<file path="src/hw/rtl/assert_macros.svh">
// Assertion macros shared by the normal vector quantizer RTL.
// Each macro samples on clk and is disabled while rst is high.
`ifndef ASSERT_MACROS_SVH
`define ASSERT_MACROS_SVH
`ifndef NO_ASSERTIONS
`define NVQ_ASSERT_ALWAYS(lbl, cond) \
  lbl: assert property (@(posedge clk) disable iff (rst) (cond)) else $error("assertion failed");
`define NVQ_ASSERT_IMPLY(lbl, ante, cons) \
  lbl: assert property (@(posedge clk) disable iff (rst) (ante) |-> (cons)) \
    else $error("assertion failed");
`else
`define NVQ_ASSERT_ALWAYS(lbl, cond)
`define NVQ_ASSERT_IMPLY(lbl, ante, cons)
`endif
`endif

</file>
<file path="src/hw/rtl/nvq_pkg.sv">
// Shared constants, sector codes and stage structs of the normal vector quantizer.
// No dependencies.
package nvq_pkg;

  localparam int MAX_LEVEL = 14;
  localparam int FRAC_BITS = 24;
  localparam int QW        = FRAC_BITS + 1;  // simplex coordinate width, holds 1.0
  localparam int MAGW      = 16;             // |component|, up to 32768
  localparam int SUMW      = 17;             // sum of three magnitudes
  localparam int RW        = SUMW + 1;       // partial remainder, below twice the sum
  localparam int LVLW      = 4;
  localparam int CODEW     = 31;

  localparam logic [1:0] SEC_X   = 2'd0;
  localparam logic [1:0] SEC_Y   = 2'd1;
  localparam logic [1:0] SEC_Z   = 2'd2;
  localparam logic [1:0] SEC_MID = 2'd3;

  // One divider stage: three remainders against one shared divisor
  typedef struct packed {
    logic                     valid;
    logic [2:0]               signs;
    logic [LVLW-1:0]          lvl;
    logic                     zero;
    logic [SUMW-1:0]          sum;
    logic [2:0][RW-1:0]       r;
    logic [2:0][QW-1:0]       q;
  } nvq_div_t;

  // One subdivision stage: point, current triangle box and code so far
  typedef struct packed {
    logic                     valid;
    logic [LVLW-1:0]          lvl;
    logic [LVLW-1:0]          left;
    logic                     zero;
    logic [2:0][QW-1:0]       p;
    logic [2:0][QW-1:0]       lo;
    logic [2:0][QW-1:0]       hi;
    logic                     flip;
    logic [CODEW-1:0]         code;
  } nvq_split_t;

endpackage

</file>
<file path="src/hw/rtl/nvq_split_cell.sv">
// One simplex subdivision cell: while levels remain, picks a two-bit sector and shrinks the triangle box.
// Depends on nvq_pkg.
module nvq_split_cell
  import nvq_pkg::*;
(
  input  logic       clk,
  input  logic       rst,
  input  logic       advance,
  input  nvq_split_t din,
  output nvq_split_t dout
);

  nvq_split_t nxt;
  logic [2:0][QW-1:0] half;
  logic [1:0]         s;

  always_comb begin
    nxt = din;
    for (int i = 0; i < 3; i++) begin
      half[i] = QW'(({1'b0, din.lo[i]} + {1'b0, din.hi[i]}) >> 1);
    end
    // Pick the sector, tests reversed in the inverted triangle
    if (din.flip) begin
      priority if (din.p[2] < half[2]) s = SEC_Z;
      else if (din.p[1] < half[1]) s = SEC_Y;
      else if (din.p[0] < half[0]) s = SEC_X;
      else s = SEC_MID;
    end else begin
      priority if (din.p[2] > half[2]) s = SEC_Z;
      else if (din.p[1] > half[1]) s = SEC_Y;
      else if (din.p[0] > half[0]) s = SEC_X;
      else s = SEC_MID;
    end
    // Shrink the box only while levels remain
    if (din.left != '0) begin
      nxt.left = din.left - LVLW'(1);
      nxt.code = {din.code[CODEW-3:0], s};
      if (din.flip) begin
        nxt.lo = half;
        if (s == SEC_MID) begin
          nxt.flip = 1'b0;
        end else begin
          nxt.hi[s] = half[s];
          nxt.lo[s] = din.lo[s];
        end
      end else begin
        nxt.hi = half;
        if (s == SEC_MID) begin
          nxt.flip = 1'b1;
        end else begin
          nxt.lo[s] = half[s];
          nxt.hi[s] = din.hi[s];
        end
      end
    end
  end

  // Advance the stage
  always_ff @(posedge clk) begin
    if (rst) begin
      dout.valid <= 1'b0;
    end else if (advance) begin
      dout.valid <= din.valid;
    end
    if (advance) begin
      dout.lvl  <= nxt.lvl;
      dout.left <= nxt.left;
      dout.zero <= nxt.zero;
      dout.p    <= nxt.p;
      dout.lo   <= nxt.lo;
      dout.hi   <= nxt.hi;
      dout.flip <= nxt.flip;
      dout.code <= nxt.code;
    end
  end

endmodule

</file>
<file path="config.mk">
export PLATFORM = sky130hd
export DESIGN_NAME = nvq_split_cell
export DESIGN_NICKNAME = d
export VERILOG_FILES = /design/src/hw/rtl/assert_macros.svh /design/src/hw/rtl/nvq_pkg.sv /design/src/hw/rtl/nvq_split_cell.sv
export SDC_FILE = /design/constraint.sdc
export NUM_CORES = 1
export LEC_CHECK = 0
export BUFFER_PORTS_ARGS = -buffer_cell sky130_fd_sc_hd__buf_4
export CAP_MARGIN = 25
export CORE_ASPECT_RATIO = 1.5
export CORE_MARGIN = 3
export CORE_UTILIZATION = 35
export CTS_BUF_LIST = sky130_fd_sc_hd__clkbuf_16
export DETAILED_ROUTE_END_ITERATION = 6
export GPL_TIMING_DRIVEN = 0
export MAX_ROUTING_LAYER = met4
export PLACE_DENSITY = 0.57
export REMOVE_ABC_BUFFERS = 1
export SETUP_SLACK_MARGIN = 0.4
export SLEW_MARGIN = 15
export SYNTH_ARGS = -nofsm -noshare
export SYNTH_HDL_FRONTEND = slang
export SYNTH_SLANG_ARGS = --single-unit
</file>
<file path="constraint.sdc">
create_clock -name clk -period 5.78 [get_ports clk]
set_input_delay 1.156 -clock clk [delete_from_list [all_inputs] [get_ports clk]]
set_output_delay 1.156 -clock clk [all_outputs]
set_load 0.01 [all_outputs]
</file>
==> flow_metrics.env <==
export IMPL_p_sw_share_pct=31.7
export IMPL_rows=94
export IMPL_final_fill_count=3854
export IMPL_fin_cells=2694
export IMPL_timing_final_ws_setup_ps=103
export IMPL_cpMaxStageDelayCell="a311o_1"
export IMPL_min_from="dout[266]"
export IMPL_grt_usage_pct=23.4
export IMPL_hold_depth=2
export IMPL_critPathCaptureType="flip-flop"
export IMPL_grt_pass1_wl_mm=82.3
export IMPL_crit_chain="buf_4 -> ha_4 -> and2_4 -> a2111oi_4 -> a211oi_2 -> a211o_1 -> a311o_1 -> buf_4 -> a221o_1 -> a21oi_4 -> ha_4 -> nand4_1 -> nor3_1 -> a211o_1 -> a211oi_4 -> o211ai_1 -> buf_4 -> a21oi_2 -> mux2i_1 -> o22ai_2 -> a221o_1"
export IMPL_first_pass_iters=5
export IMPL_netlist_area_sq_mm=0.0156
export IMPL_setup_viol=0
export IMPL_fin_skew_ps=0
export IMPL_drv_max_cap_violation_count=0
export IMPL_internal_power_w=0.00487
export IMPL_hp_class="reg2reg"
export IMPL_worstMarginPinSlew_ps=874
export IMPL_p_sw_w=0.00226
export IMPL_r2r_start="dout[266]"
export IMPL_cts_buffers=29
export IMPL_ys_async_sr_fraction_pct=0
export IMPL_wl_mm=57.3
export IMPL_fmax_mhz=176
export IMPL_ant_nets=0
export IMPL_power_static_leakage_nw=10.6
export IMPL_fin_crit_sh_pct=98.2
export IMPL_synth_distinct_cells=73
export IMPL_io_buffers=536
export IMPL_hold_violations=0
export IMPL_p_clk_share_pct=26.6
export IMPL_die_w_um=179
export IMPL_ys_flop_type="edfxtp_1"
export IMPL_synth_edff_count=266
export IMPL_yosysSeqAreaShare_pct=51.2
export IMPL_drv_slew=0
export IMPL_path_class="in2reg"
export IMPL_crit_buf_inv=3
export IMPL_cp_arrival_ps=5980
export IMPL_seq_area_sq_mm=0.00801
export IMPL_ir_drop_v=0.000231
export IMPL_top_register="dout"
export IMPL_clock_root_buffer="clkbuf_16"
export IMPL_core_sq_mm=0.0440
export IMPL_layout_drive_gt1_share_pct=44.6
export IMPL_cts_clk_slew_worst_paths_ps=60
export IMPL_finalCriticalPeriod_ps=5680
export IMPL_synthToLayoutAreaGrowth_pct=53.9
export IMPL_place_gp_congestion=0.864
export IMPL_clockBufferDepth=3
export IMPL_stdcell_area_sq_mm=0.0241
export IMPL_wire_per_inst_um=21.3
export IMPL_grt_max_degree=110
export IMPL_ios=537
export IMPL_vias_per_cell=5.17
export IMPL_num_vias=13900
export IMPL_worstRegToRegCells=2
export IMPL_cts_hold_buf=0
export IMPL_fp_dieH_um=265
export IMPL_rsz0062_at_grt="true"
export IMPL_critical_path_max_fanout=4
export IMPL_place_inst=2511
export IMPL_drc=0
export IMPL_combPwrFrac_pct=37.8
export IMPL_startpoint_type="input port"
export IMPL_placed_area_sq_mm=0.0205
export IMPL_max_slew_margin_pct=41.7
export IMPL_yosysWarningCount=0
export IMPL_cts_htree_levels=1
export IMPL_start_util_pct=35.6
export IMPL_power_density_mw_per_mm2=296
export IMPL_grt_antenna_before_repair=6
export IMPL_largest_reg_flops=267
export IMPL_grt_ovfl_total=0
export IMPL_cts_tree="done"
export IMPL_seq_power_share_pct=35.7
export IMPL_netlist_instances=1428
export IMPL_nets=2512
export IMPL_clk_latency_ps=560
export IMPL_fp_dieArea_sq_mm=0.0473
export IMPL_cp_top_family="compound AO/OA/AOI/OAI gates"
export IMPL_crit_start="din[63]"
export IMPL_grt_pass1_vias=14200
export IMPL_first_iter_violations=738
export IMPL_reg_top3="dout (267)"
export IMPL_path_depth=21
export IMPL_cts_sinks=267
export IMPL_slowest_delay_ps=420
export IMPL_status="finished, final reports clean"
export IMPL_path_common_cell="buf_4"
export IMPL_synth_area_per_cell_sq_um=11.0
export IMPL_dpl_worst_slack_ps=-2220
export IMPL_worstPathRequired_ps=6090
export IMPL_multi_input_area_sq_mm=0.00861
export IMPL_synth_seq_cells=267
export IMPL_hpwl_mm=42.7
power by group through the flow:
stage	logic, W	registers (W)	clock network [W]
2_1_floorplan	0.000926	0.00272	0
3_3_place_gp	0.00201	0.00259	0
3_5_place_dp	0.00209	0.00258	0
4_1_cts	0.00244	0.00255	0.00194
5_1_grt	0.00292	0.00257	0.00201
6_report	0.00270	0.00255	0.00190
final cells by class:
class | count | area share, %
Timing Repair Buffer | 665 | 22.6
Multi-Input combinational cell | 1042 | 35.8
Antenna cell | 6 | 0.0624
Inverter | 86 | 1.35
Clock inverter | 23 | 0.910
Tap cell | 576 | 2.99
Clock buffer | 29 | 3.01
Sequential cell | 267 | 33.3
layer usage:
metal  part of all wire (%)  vias up  GRT usage [%]
met2                     54      478           42.8
met5                      0        -              -
met3                    6.8      126           4.97
met1                     35     6655           24.0
met4                    4.5        0           9.34
li1                       -     6668              -
kinds of logic (layout without fill, tap and decap cells):
kind of cell	Yosys count	after routing	synth area share, %
compound gates	396	399	15.8
simple gates	379	381	10.7
flops	267	267	51.2
fa+ha+maj	151	151	12.2
buf+inv	124	803	3.14
xor+xnor	66	66	3.70
mux	45	45	3.22
other cells	0	6	0
synthesized netlist by cell type, types with 6 or more instances:
cell	n	share of area [%]
a211o_1	8	0.45
a211oi_1	6	0.29
a21o_1	44	2.1
a21oi_1	86	2.8
a221oi_1	6	0.34
a31oi_1	6	0.24
and2_1	11	0.44
and3_1	9	0.36
buf_2	13	0.42
clkbuf_1	19	0.46
edfxtp_1	266	51
ha_1	148	12
inv_1	85	2.0
mux2_2	34	2.4
mux2i_1	6	0.38
nand2_1	226	5.4
nand2b_1	7	0.28
nand3_1	22	0.70
nand4_1	22	0.88
nor2_1	39	0.94
nor2b_1	10	0.40
nor3_1	16	0.51
o21a_1	10	0.48
o21ai_0	139	4.4
o21ai_1	22	0.70
o21bai_1	12	0.58
xnor2_1	43	2.4
xor2_1	23	1.3
through the flow:
stage               power, W  util, %  TNS [ps]  hold slack (ps)
detailed placement   0.00467     46.5   -218330              517
global placement     0.00460     46.0   -368860              480
finish               0.00714     54.7         0              533
global route         0.00750     54.7      -544              560
CTS                  0.00693     52.1         0              534
floorplan            0.00364        -    -70310              528
worst register-to-register path: cells and delay by family, from the launching register on:
family	cells	cell delay [ps]
flip-flops	1	310
multiplexers	1	140
AND/OR/NAND/NOR	1	60
worst paths after layout:
kind / to / slack (ps)
max: dout[32] / 100
min: dout[266] / 530
max reg2reg: dout[266] / 5160
min reg2reg: dout[266] / 530
what timing repair did:
| item | CTS | global route |
|---|---|---|
| buffers inserted | 74 | 42 |
| endpoints found under the setup margin | 153 | 153 |
| gates cloned | 7 | 2 |
| resized for setup | 155 | 214 |
| pin swaps | 57 | 70 |
placed cells by master, fill, tap and decap left out, types with 7 or more instances in the layout:
master / n
o21bai_1: 11
nor2b_1: 9
buf_6: 32
o21ai_0: 76
clkbuf_16: 30
o21ai_2: 32
inv_1: 85
nand3_1: 20
a21oi_1: 58
xnor2_1: 37
mux2_4: 31
buf_4: 609
a21oi_4: 12
buf_12: 9
o21ai_1: 48
o21a_1: 9
edfxtp_1: 266
nand2_1: 211
a21o_1: 44
nor2_4: 7
ha_1: 120
buf_16: 8
xor2_1: 21
nor2_1: 32
nor3_1: 12
nand2_2: 13
o21ai_4: 9
ha_4: 22
nand4_1: 22
a21oi_2: 19
No activity file was read; power rests on OpenSTA's default activity.
