===== config.mk =====
export PLATFORM = sky130hd
export DESIGN_NAME = nvq_div_cell
export DESIGN_NICKNAME = d
export VERILOG_FILES = /design/src/hw/rtl/assert_macros.svh /design/src/hw/rtl/nvq_pkg.sv /design/src/hw/rtl/nvq_div_cell.sv
export SDC_FILE = /design/constraint.sdc
export NUM_CORES = 1
export LEC_CHECK = 0
export BUFFER_PORTS_ARGS = -buffer_cell sky130_fd_sc_hd__buf_2
export CAP_MARGIN = 20
export CORE_MARGIN = 4
export CORE_UTILIZATION = 49
export CTS_CLUSTER_SIZE = 25
export DETAILED_ROUTE_END_ITERATION = 12
export PLACE_DENSITY = 0.81
export SLEW_MARGIN = 20
export SYNTH_ARGS = -nofsm -noshare
export SYNTH_HDL_FRONTEND = slang
export SYNTH_SLANG_ARGS = --single-unit

===== constraint.sdc =====
create_clock -name clk -period 3.32 [get_ports clk]
set_input_delay 0.166 -clock clk [delete_from_list [all_inputs] [get_ports clk]]
set_output_delay 0.166 -clock clk [all_outputs]
set_load 0.05 [all_outputs]

===== src/hw/rtl/assert_macros.svh =====
// Assertion macros shared by the normal vector quantizer RTL.
// Each macro samples on clk and is disabled while rst is high.
`ifndef ASSERT_MACROS_SVH
`define ASSERT_MACROS_SVH
`ifndef NO_ASSERTIONS
`define NVQ_ASSERT_ALWAYS(lbl, cond) \
  lbl: assert property (@(posedge clk) disable iff (rst) (cond)) else $error("assertion failed");
`define NVQ_ASSERT_IMPLY(lbl, ante, cons) \
  lbl: assert property (@(posedge clk) disable iff (rst) (ante) |-> (cons)) \
    else $error("assertion failed");
`else
`define NVQ_ASSERT_ALWAYS(lbl, cond)
`define NVQ_ASSERT_IMPLY(lbl, ante, cons)
`endif
`endif


===== src/hw/rtl/nvq_pkg.sv =====
// Shared constants, sector codes and stage structs of the normal vector quantizer.
// No dependencies.
package nvq_pkg;

  localparam int MAX_LEVEL = 14;
  localparam int FRAC_BITS = 24;
  localparam int QW        = FRAC_BITS + 1;  // simplex coordinate width, holds 1.0
  localparam int MAGW      = 16;             // |component|, up to 32768
  localparam int SUMW      = 17;             // sum of three magnitudes
  localparam int RW        = SUMW + 1;       // partial remainder, below twice the sum
  localparam int LVLW      = 4;
  localparam int CODEW     = 31;

  localparam logic [1:0] SEC_X   = 2'd0;
  localparam logic [1:0] SEC_Y   = 2'd1;
  localparam logic [1:0] SEC_Z   = 2'd2;
  localparam logic [1:0] SEC_MID = 2'd3;

  // One divider stage: three remainders against one shared divisor
  typedef struct packed {
    logic                     valid;
    logic [2:0]               signs;
    logic [LVLW-1:0]          lvl;
    logic                     zero;
    logic [SUMW-1:0]          sum;
    logic [2:0][RW-1:0]       r;
    logic [2:0][QW-1:0]       q;
  } nvq_div_t;

  // One subdivision stage: point, current triangle box and code so far
  typedef struct packed {
    logic                     valid;
    logic [LVLW-1:0]          lvl;
    logic [LVLW-1:0]          left;
    logic                     zero;
    logic [2:0][QW-1:0]       p;
    logic [2:0][QW-1:0]       lo;
    logic [2:0][QW-1:0]       hi;
    logic                     flip;
    logic [CODEW-1:0]         code;
  } nvq_split_t;

endpackage


===== src/hw/rtl/nvq_div_cell.sv =====
// One restoring-division cell: produces one quotient bit for each of three components.
// Depends on nvq_pkg.
module nvq_div_cell
  import nvq_pkg::*;
(
  input  logic     clk,
  input  logic     rst,
  input  logic     advance,
  input  nvq_div_t din,
  output nvq_div_t dout
);

  nvq_div_t nxt;
  logic [RW-1:0] rr [3];
  logic [2:0]    ge;

  // Compare, subtract and shift the remainder
  always_comb begin
    nxt = din;
    for (int i = 0; i < 3; i++) begin
      ge[i]    = din.r[i] >= {1'b0, din.sum};
      rr[i]    = ge[i] ? din.r[i] - {1'b0, din.sum} : din.r[i];
      nxt.r[i] = {rr[i][RW-2:0], 1'b0};
      nxt.q[i] = {din.q[i][QW-2:0], ge[i]};
    end
  end

  // Advance the stage
  always_ff @(posedge clk) begin
    if (rst) begin
      dout.valid <= 1'b0;
    end else if (advance) begin
      dout.valid <= din.valid;
    end
    if (advance) begin
      dout.signs <= nxt.signs;
      dout.lvl   <= nxt.lvl;
      dout.zero  <= nxt.zero;
      dout.sum   <= nxt.sum;
      dout.r     <= nxt.r;
      dout.q     <= nxt.q;
    end
  end

endmodule


==> run summary, run 1 <==
Pin count of the biggest net entering global routing: 69
Static leakage: 4.94 nW
Routed WL: 24900 um
Final-report max-slew violation count: 0
Die width: 134 um
DR pass1 iterations: 5
Ys Warns: 0
Top post-synthesis cells by area: edfxtp_1, ha_1, mux2_2, xnor2_1, a21oi_1
Final RePlAce weighted congestion: 0.900
Post-CTS sizing: 0
Setup WS pre-CTS: 307 ps
Vias in the first global route: 6534
Final instance count without filler cells: 1224
IO Pins: 313
Core Box Area: 0.0154 mm^2
Antenna violations before repair: 5
Top cell type by total area after synthesis: edfxtp_1
CTS Hold Bufs: 97
Slew of the pin with the lowest slew margin: 662 ps
Outcome: completed
Final HPWL DP: 17500 um
Netlist cell types: 58
PD cells: 557 mW/mm^2
Vias: 6472
VDD IR max: 0.000310 V
FFs w/ async S/R, synth: 0%
Crit path max-delay cell type: dlygate4sd3_1
Post-synth top flop: edfxtp_1
Number of synthesized flops with an enable pin: 151
First-pass GRT wire length: 37200 um
DRC: 0
Hold/Removal Path Class: primary input to register
Cell mode on critical path: a21oi_1
Hold slack: 42.3 ps
Initial DRC count: 431
# clock sinks: 152
Reg clk slew, reported paths: 60 ps
Fmax: 0.320 GHz
Max reg flops: 152
Placed Area: 0.00958 mm^2
CTS buffer count: 17
Crit path capture type: register
CTS tree: yes
Max incr delay on CP: 530 ps
Maxcap violations: 0
Nets@finish: 1210
Worst EP arrival: 3270 ps
Seq/Total Area, Yosys: 58.6%
GRT Util Overall: 27.4%
Total grt overflow: 0
Syn-to-layout area delta: 43.0%
CTS Buffer Depth: 2
Row cnt: 45
Hold path start: din[129]
Final Hold Viols: 0
Routed Antenna Nets: 0
Layout cells sized above 1: 39.0%
Post-CTS setup buffer count: 0
Clk_lat worst skew: 400 ps
Via/cell ratio: 5.29
Syn_area_per_cell: 13.4 um^2
Initial Util: 50.6%
Total Power: 6.20 mW
Worst path required time: 3470 ps
Worst path top cell family by delay: buffers and inverters
Port bufs: 306
Largest regs: dout (152)
Root buffer cell: clkbuf_16
Avg WL per Cell: 20.4 um
Largest Register: dout
Rel. slew slack: 55.9%
H-tree levels: 4
Worst path cell trace: dlygate4sd3_1, buf_2, inv_1, fa_1, a21oi_1, o21ai_1, a21oi_1, o21ai_2, nor2_1, o41ai_4, buf_4, mux2_2
Final Cycle Share: 94.0%
Placed insts: 1093
Final WS setup: 198 ps
Mapped Cells: 579
Utilization after layout: 72.3%
Bufs and invs on worst path: 4
CP Max Fanout: 11
Fin area: 0.0111 mm^2
RSZ-0062 raised after global routing: no
RR Startpoint: dout[154]
Sum Neg Setup Slack: 0 ps
Seq cells post-synth: 152
CP startpoint: din[130]
Die Height: 134 um
Worst Setup Start Kind: primary input
Die Area: 0.0179 mm^2
Post-synth top area share: 58.3%
Post-layout min period: 3120 ps
Skew final: 0 ps
Final setup violation count: 0
Post-Synthesis Cell Area: 0.00778 mm^2
CP Class: primary input to register
==> power by group <==
group | internal (mW) | total, mW | switching (mW) | leakage [nW]
clock | 1.05 | 1.87 | 0.816 | 0.268
sequential | 2.37 | 2.43 | 0.0643 | 1.49
combinational | 0.606 | 1.90 | 1.29 | 3.19
==> cell usage after synthesis, types with 8 or more instances <==
library cell	instances
edfxtp_1	151
nor2_1	19
ha_1	51
nand4_1	8
a21o_1	22
mux2_2	28
nand2_1	39
xnor2_1	20
a211oi_1	9
mux2_4	8
inv_1	34
xor2_1	18
o21ai_0	32
a21oi_1	34
o21bai_1	9
==> worst paths after layout <==
| path | endpoint | slack (ps) | cells after the start |
|---|---|---|---|
| hold / removal | dout[129] | 40 | 1 |
| setup reg to reg | dout[154] | 2690 | 2 |
| hold reg to reg | dout[154] | 570 | 2 |
| setup / recovery | dout[102] | 200 | 12 |
==> cell families (layout without fill, tap and decap cells) <==
kind of cell | after synthesis | count (layout) | synth area share (%)
AND/OR/NAND/NOR | 98 | 98 | 5.92
flip-flops | 152 | 152 | 58.6
buffers and inverters | 48 | 478 | 2.80
adder cells (fa/ha/maj) | 54 | 54 | 8.98
AO/OA/AOI/OAI | 148 | 148 | 13.3
XOR/XNOR | 38 | 38 | 4.28
multiplexers | 40 | 40 | 6.11
other | 1 | 5 | 0.0482
==> per-layer routing <==
layer	GRT usage (%)	share of wire, %
met5	0	0.16
met4	11.8	4.1
met3	9.08	9.5
met2	46.5	49
met1	31.7	38
==> layout make-up <==
type	count	area, um^2
Timing Repair Buffer	412	2590
Multi-Input combinational cell	381	3010
Fill cell	1094	4250
Clock buffer	18	429
Tap cell	211	264
Antenna cell	2	5.00
Clock inverter	14	138
Sequential cell	152	4550
Inverter	34	128
==> placed cells by master (no fill, tap or decap), drive strengths merged, types with 18 or more instances in the layout <==
cell type,synthesis,final
o21ai,37,37
edfxtp,151,151
mux2,36,36
buf,7,315
a21oi,36,36
clkbuf,7,18
xor2,18,18
nor2,19,19
inv,34,40
a21o,23,23
ha,51,51
xnor2,20,20
dlygate4sd3,0,97
nand2,39,39
No activity file was read; power rests on OpenSTA's default activity.
==> run 2: changes to the inputs <==
Settings changed: CORE_UTILIZATION 49 to 40, PLACE_DENSITY 0.81 to 0.68.
==> run summary, run 2 (same netlist as run 1, synthesis figures left out) <==
Antenna violations before repair: 8
Fmax: 0.326 GHz
Die width: 147 um
Initial Util: 41.2%
Outcome: completed
CP Class: primary input to register
# clock sinks: 152
Fin area: 0.0112 mm^2
Crit path capture type: register
CP Max Fanout: 11
Clk_lat worst skew: 420 ps
Vias: 6282
Avg WL per Cell: 18.8 um
Worst path top cell family by delay: compound AO/OA/AOI/OAI gates
DR pass1 iterations: 5
Hold/Removal Path Class: primary input to register
GRT Util Overall: 21.6%
Initial DRC count: 226
Final Cycle Share: 92.4%
First-pass GRT wire length: 36200 um
Skew final: 0 ps
Sum Neg Setup Slack: 0 ps
H-tree levels: 4
Vias in the first global route: 6538
Largest regs: dout (152)
Crit path max-delay cell type: dlygate4sd3_1
CTS Buffer Depth: 2
Final Hold Viols: 0
Rel. slew slack: 52.1%
Port bufs: 306
Row cnt: 50
Fill cell count: 1596
IO Pins: 313
Total Power: 6.17 mW
Layout cells sized above 1: 39.2%
Routed Antenna Nets: 0
Largest Register: dout
Static leakage: 4.96 nW
VDD IR max: 0.000344 V
Final-report max-slew violation count: 0
Max incr delay on CP: 520 ps
RSZ-0062 raised after global routing: no
Commonest non-fill, non-tap cell in the layout: buf_2
DRC: 0
Final setup violation count: 0
Bufs and invs on worst path: 4
Final HPWL DP: 17500 um
Reg clk slew, reported paths: 60 ps
Die Area: 0.0217 mm^2
Root buffer cell: clkbuf_16
Total grt overflow: 0
Commonest cells after routing, fill and taps aside: buf_2, edfxtp_1, dlygate4sd3_1, ha_1, nand2_1
Die Height: 147 um
Worst Setup Start Kind: primary input
Core Box Area: 0.0189 mm^2
Routed WL: 24000 um
CTS buffer count: 17
Syn-to-layout area delta: 44.1%
Max reg flops: 152
PD cells: 551 mW/mm^2
Nets@finish: 1213
Slew of the pin with the lowest slew margin: 719 ps
Via/cell ratio: 4.92
Worst EP arrival: 3230 ps
CTS tree: yes
Placed Area: 0.00964 mm^2
Pin count of the biggest net entering global routing: 71
Worst path cell trace: dlygate4sd3_1, buf_2, inv_1, fa_1, a21oi_1, nor2_1, o21ai_2, nand3_1, a221o_1, a41oi_4, buf_4, mux2_2
Maxcap violations: 0
Final RePlAce weighted congestion: 0.863
Worst path required time: 3480 ps
Post-layout min period: 3070 ps
-- run 2: changes by cell type in the layout (fill, tap and decap cells not counted), sizes merged --
cell / before / now
buf: 315 / 317
inv: 40 / 42
bufinv: 1 / 0
clkinv: 4 / 3
diode: 2 / 3
dlygate4sd3: 97 / 98
-- run 2: area by class of cell --
cell class / count / area, um^2 / area share, %
antenna: 3 / 7.51 / 0.0670
clock buffer: 18 / 429 / 3.83
clock inverter: 14 / 134 / 1.19
inverter: 34 / 128 / 1.14
multi-input combinational: 381 / 3010 / 26.9
sequential: 152 / 4550 / 40.7
tap: 260 / 325 / 2.90
timing repair buffer: 415 / 2610 / 23.3
-- run 2: what timing repair did --
action                                  4_1_cts  5_1_grt
endpoints found under the setup margin        0        9
hold buffers                                 98        0
resized for setup                             0        0
setup buffers                                 0        2
endpoints found under the hold margin        97        0
-- run 2: path summary, 6_finish.rpt --
path         depth (start not counted)        end  slack (ps)       from
min reg2reg                          3  dout[154]        1050  dout[154]
max reg2reg                          3  dout[154]        2180  dout[154]
min                                  1  dout[129]          30   din[129]
max                                 12  dout[117]         250   din[130]
-- run 2: report_power, final --
part	internal [mW]	total, mW	switching (mW)
registers	2.36	2.42	0.0546
clock network	0.992	1.86	0.865
logic	0.610	1.89	1.28
-- run 2: routing by layer --
metal  track usage (%)  vias up  wire length, um
met5                 0        -               52
met4              7.97       10              649
met3              7.76       46             2050
met2              37.6      266            11800
met1              24.6     2910             9450
li1                  -     3050                -
-- run 2: through the flow --
stage	util (%)	instances	worst slack, ps	hold slack (ps)
global route	59.3	1277	61.2	30.4
CTS	59.2	1272	253	15.8
floorplan	-	581	539	238
detailed placement	51.0	1142	294	325
global placement	51.0	1142	335	326
finish	59.3	1277	254	32.2
==> run 3: changes to the inputs <==
Settings changed: CORE_MARGIN 4 to not set, PLACE_DENSITY 0.68 to 0.67.
==> run summary, run 3 (same netlist as run 1, synthesis figures left out) <==
Avg WL per Cell: 18.0 um
Vias in the first global route: 6185
Root buffer cell: clkbuf_16
GRT Util Overall: 22.9%
Hold/Removal Path Class: primary input to register
CTS tree: yes
R2R Setup Slk: 2170 ps
H-tree levels: 4
Worst path required time: 3480 ps
Die Area: 0.0200 mm^2
Slew of the pin with the lowest slew margin: 746 ps
Maxcap violations: 0
IO Pins: 313
Final setup violation count: 0
Largest regs: dout (152)
Worst Hold End: dout[129]
Worst R2R End: dout[154]
Crit path capture type: register
Final Cycle Share: 94.3%
Layout cells sized above 1: 39.0%
Post-CTS setup buffer count: 0
Fill cell count: 1586
Final RePlAce weighted congestion: 0.861
Routed Antenna Nets: 0
Final HPWL DP: 16500 um
Worst Setup Start Kind: primary input
Fmax: 0.319 GHz
Max incr delay on CP: 520 ps
Commonest non-fill, non-tap cell in the layout: buf_2
Rel. slew slack: 50.2%
Die width: 141 um
Hold depth: 1
Commonest cells after routing, fill and taps aside: buf_2, edfxtp_1, dlygate4sd3_1, ha_1, nand2_1
DRC: 0
First-pass GRT wire length: 34300 um
Nets@finish: 1211
Hold path start: din[129]
Worst EP arrival: 3290 ps
Die Height: 141 um
Largest Register: dout
VDD IR max: 0.000340 V
Worst R2R Path Depth: 3
Via/cell ratio: 4.91
Fin area: 0.0112 mm^2
Multi-input gate area: 0.00301 mm^2
Total grt overflow: 0
Pin count of the biggest net entering global routing: 77
Placed insts: 1142
Initial Util: 41.2%
RSZ-0062 raised after global routing: no
# clock sinks: 152
Static leakage: 4.95 nW
Reg clk slew, reported paths: 60 ps
CTS buffer count: 17
PD cells: 548 mW/mm^2
Sum Neg Setup Slack: 0 ps
Clk_lat worst skew: 410 ps
Post-layout min period: 3130 ps
CTS Buffer Depth: 2
Final instance count without filler cells: 1273
RR Startpoint: dout[154]
Worst path cell trace: dlygate4sd3_1, buf_2, inv_1, fa_1, a21oi_1, nor2_1, o21ai_2, nand3_1, a221o_1, a41oi_4, buf_4, mux2_4
Core Box Area: 0.0189 mm^2
Initial DRC count: 220
Syn-to-layout area delta: 44.0%
Register area: 0.00455 mm^2
Crit path max-delay cell type: dlygate4sd3_1
Vias: 6254
CP Max Fanout: 6
Routed WL: 22900 um
DR pass1 iterations: 5
Skew final: 0 ps
Row cnt: 50
Placed Area: 0.00965 mm^2
Antenna violations before repair: 2
Max reg flops: 152
Port bufs: 306
CP Class: primary input to register
Outcome: completed
Final-report max-slew violation count: 0
Final Hold Viols: 0
[run 3: how the worst max path moves through the flow]
stage               startpoint         to  slack (ps)
finish                din[130]  dout[127]         190
global route          din[130]  dout[125]           9
CTS                   din[130]  dout[126]         200
detailed placement    din[129]  dout[126]         250
global placement      din[129]  dout[125]         300
floorplan             din[111]  dout[120]         540
[run 3: metrics by stage]
stage	setup WS [ps]	utilization [%]	total power [mW]	hold slack (ps)
floorplan	539	-	3.77	238
global placement	304	51.1	4.23	325
detailed placement	248	51.1	4.24	333
CTS	203	59.2	6.18	24.6
global route	8.54	59.2	6.42	1.63
finish	190	59.3	6.14	29.6
[run 3: final cells by class]
cell class	instances	area share, %
clock buffers	18	3.83
clock inverters	14	1.18
flip-flops and latches	152	40.7
diodes	1	0.0224
inverters	34	1.14
well taps	260	2.91
repair buffers	413	23.3
multi-input cells	381	26.9
[run 3: power by group]
| part | leakage [nW] | switching (mW) | internal [mW] | total, mW |
|---|---|---|---|---|
| sequential | 1.49 | 0.0572 | 2.36 | 2.42 |
| clock | 0.263 | 0.841 | 0.989 | 1.83 |
| combinational | 3.20 | 1.28 | 0.611 | 1.89 |
[run 3: repair_timing]
action / 4_1_cts / 5_1_grt
resized for setup: 0 / 0
endpoints found under the hold margin: 97 / 0
hold buffers: 98 / 0
[run 3: layer usage]
layer  vias up  track usage (%)  routed length, um
met5         -                0                 13
met4         2             7.07                471
met3        29             7.42               1870
met2       243             40.2              11500
met1      2942             26.6               9070
li1       3038                -                  -
[run 3: worst max-delay path, delay by kind of cell]
| family | cells | cell delay, ps |
|---|---|---|
| buffers and inverters | 4 | 1010 |
| adders and majority gates | 1 | 490 |
| muxes | 1 | 310 |
| AOI/OAI and AO/OA | 4 | 1110 |
| and+or+nand+nor | 2 | 190 |
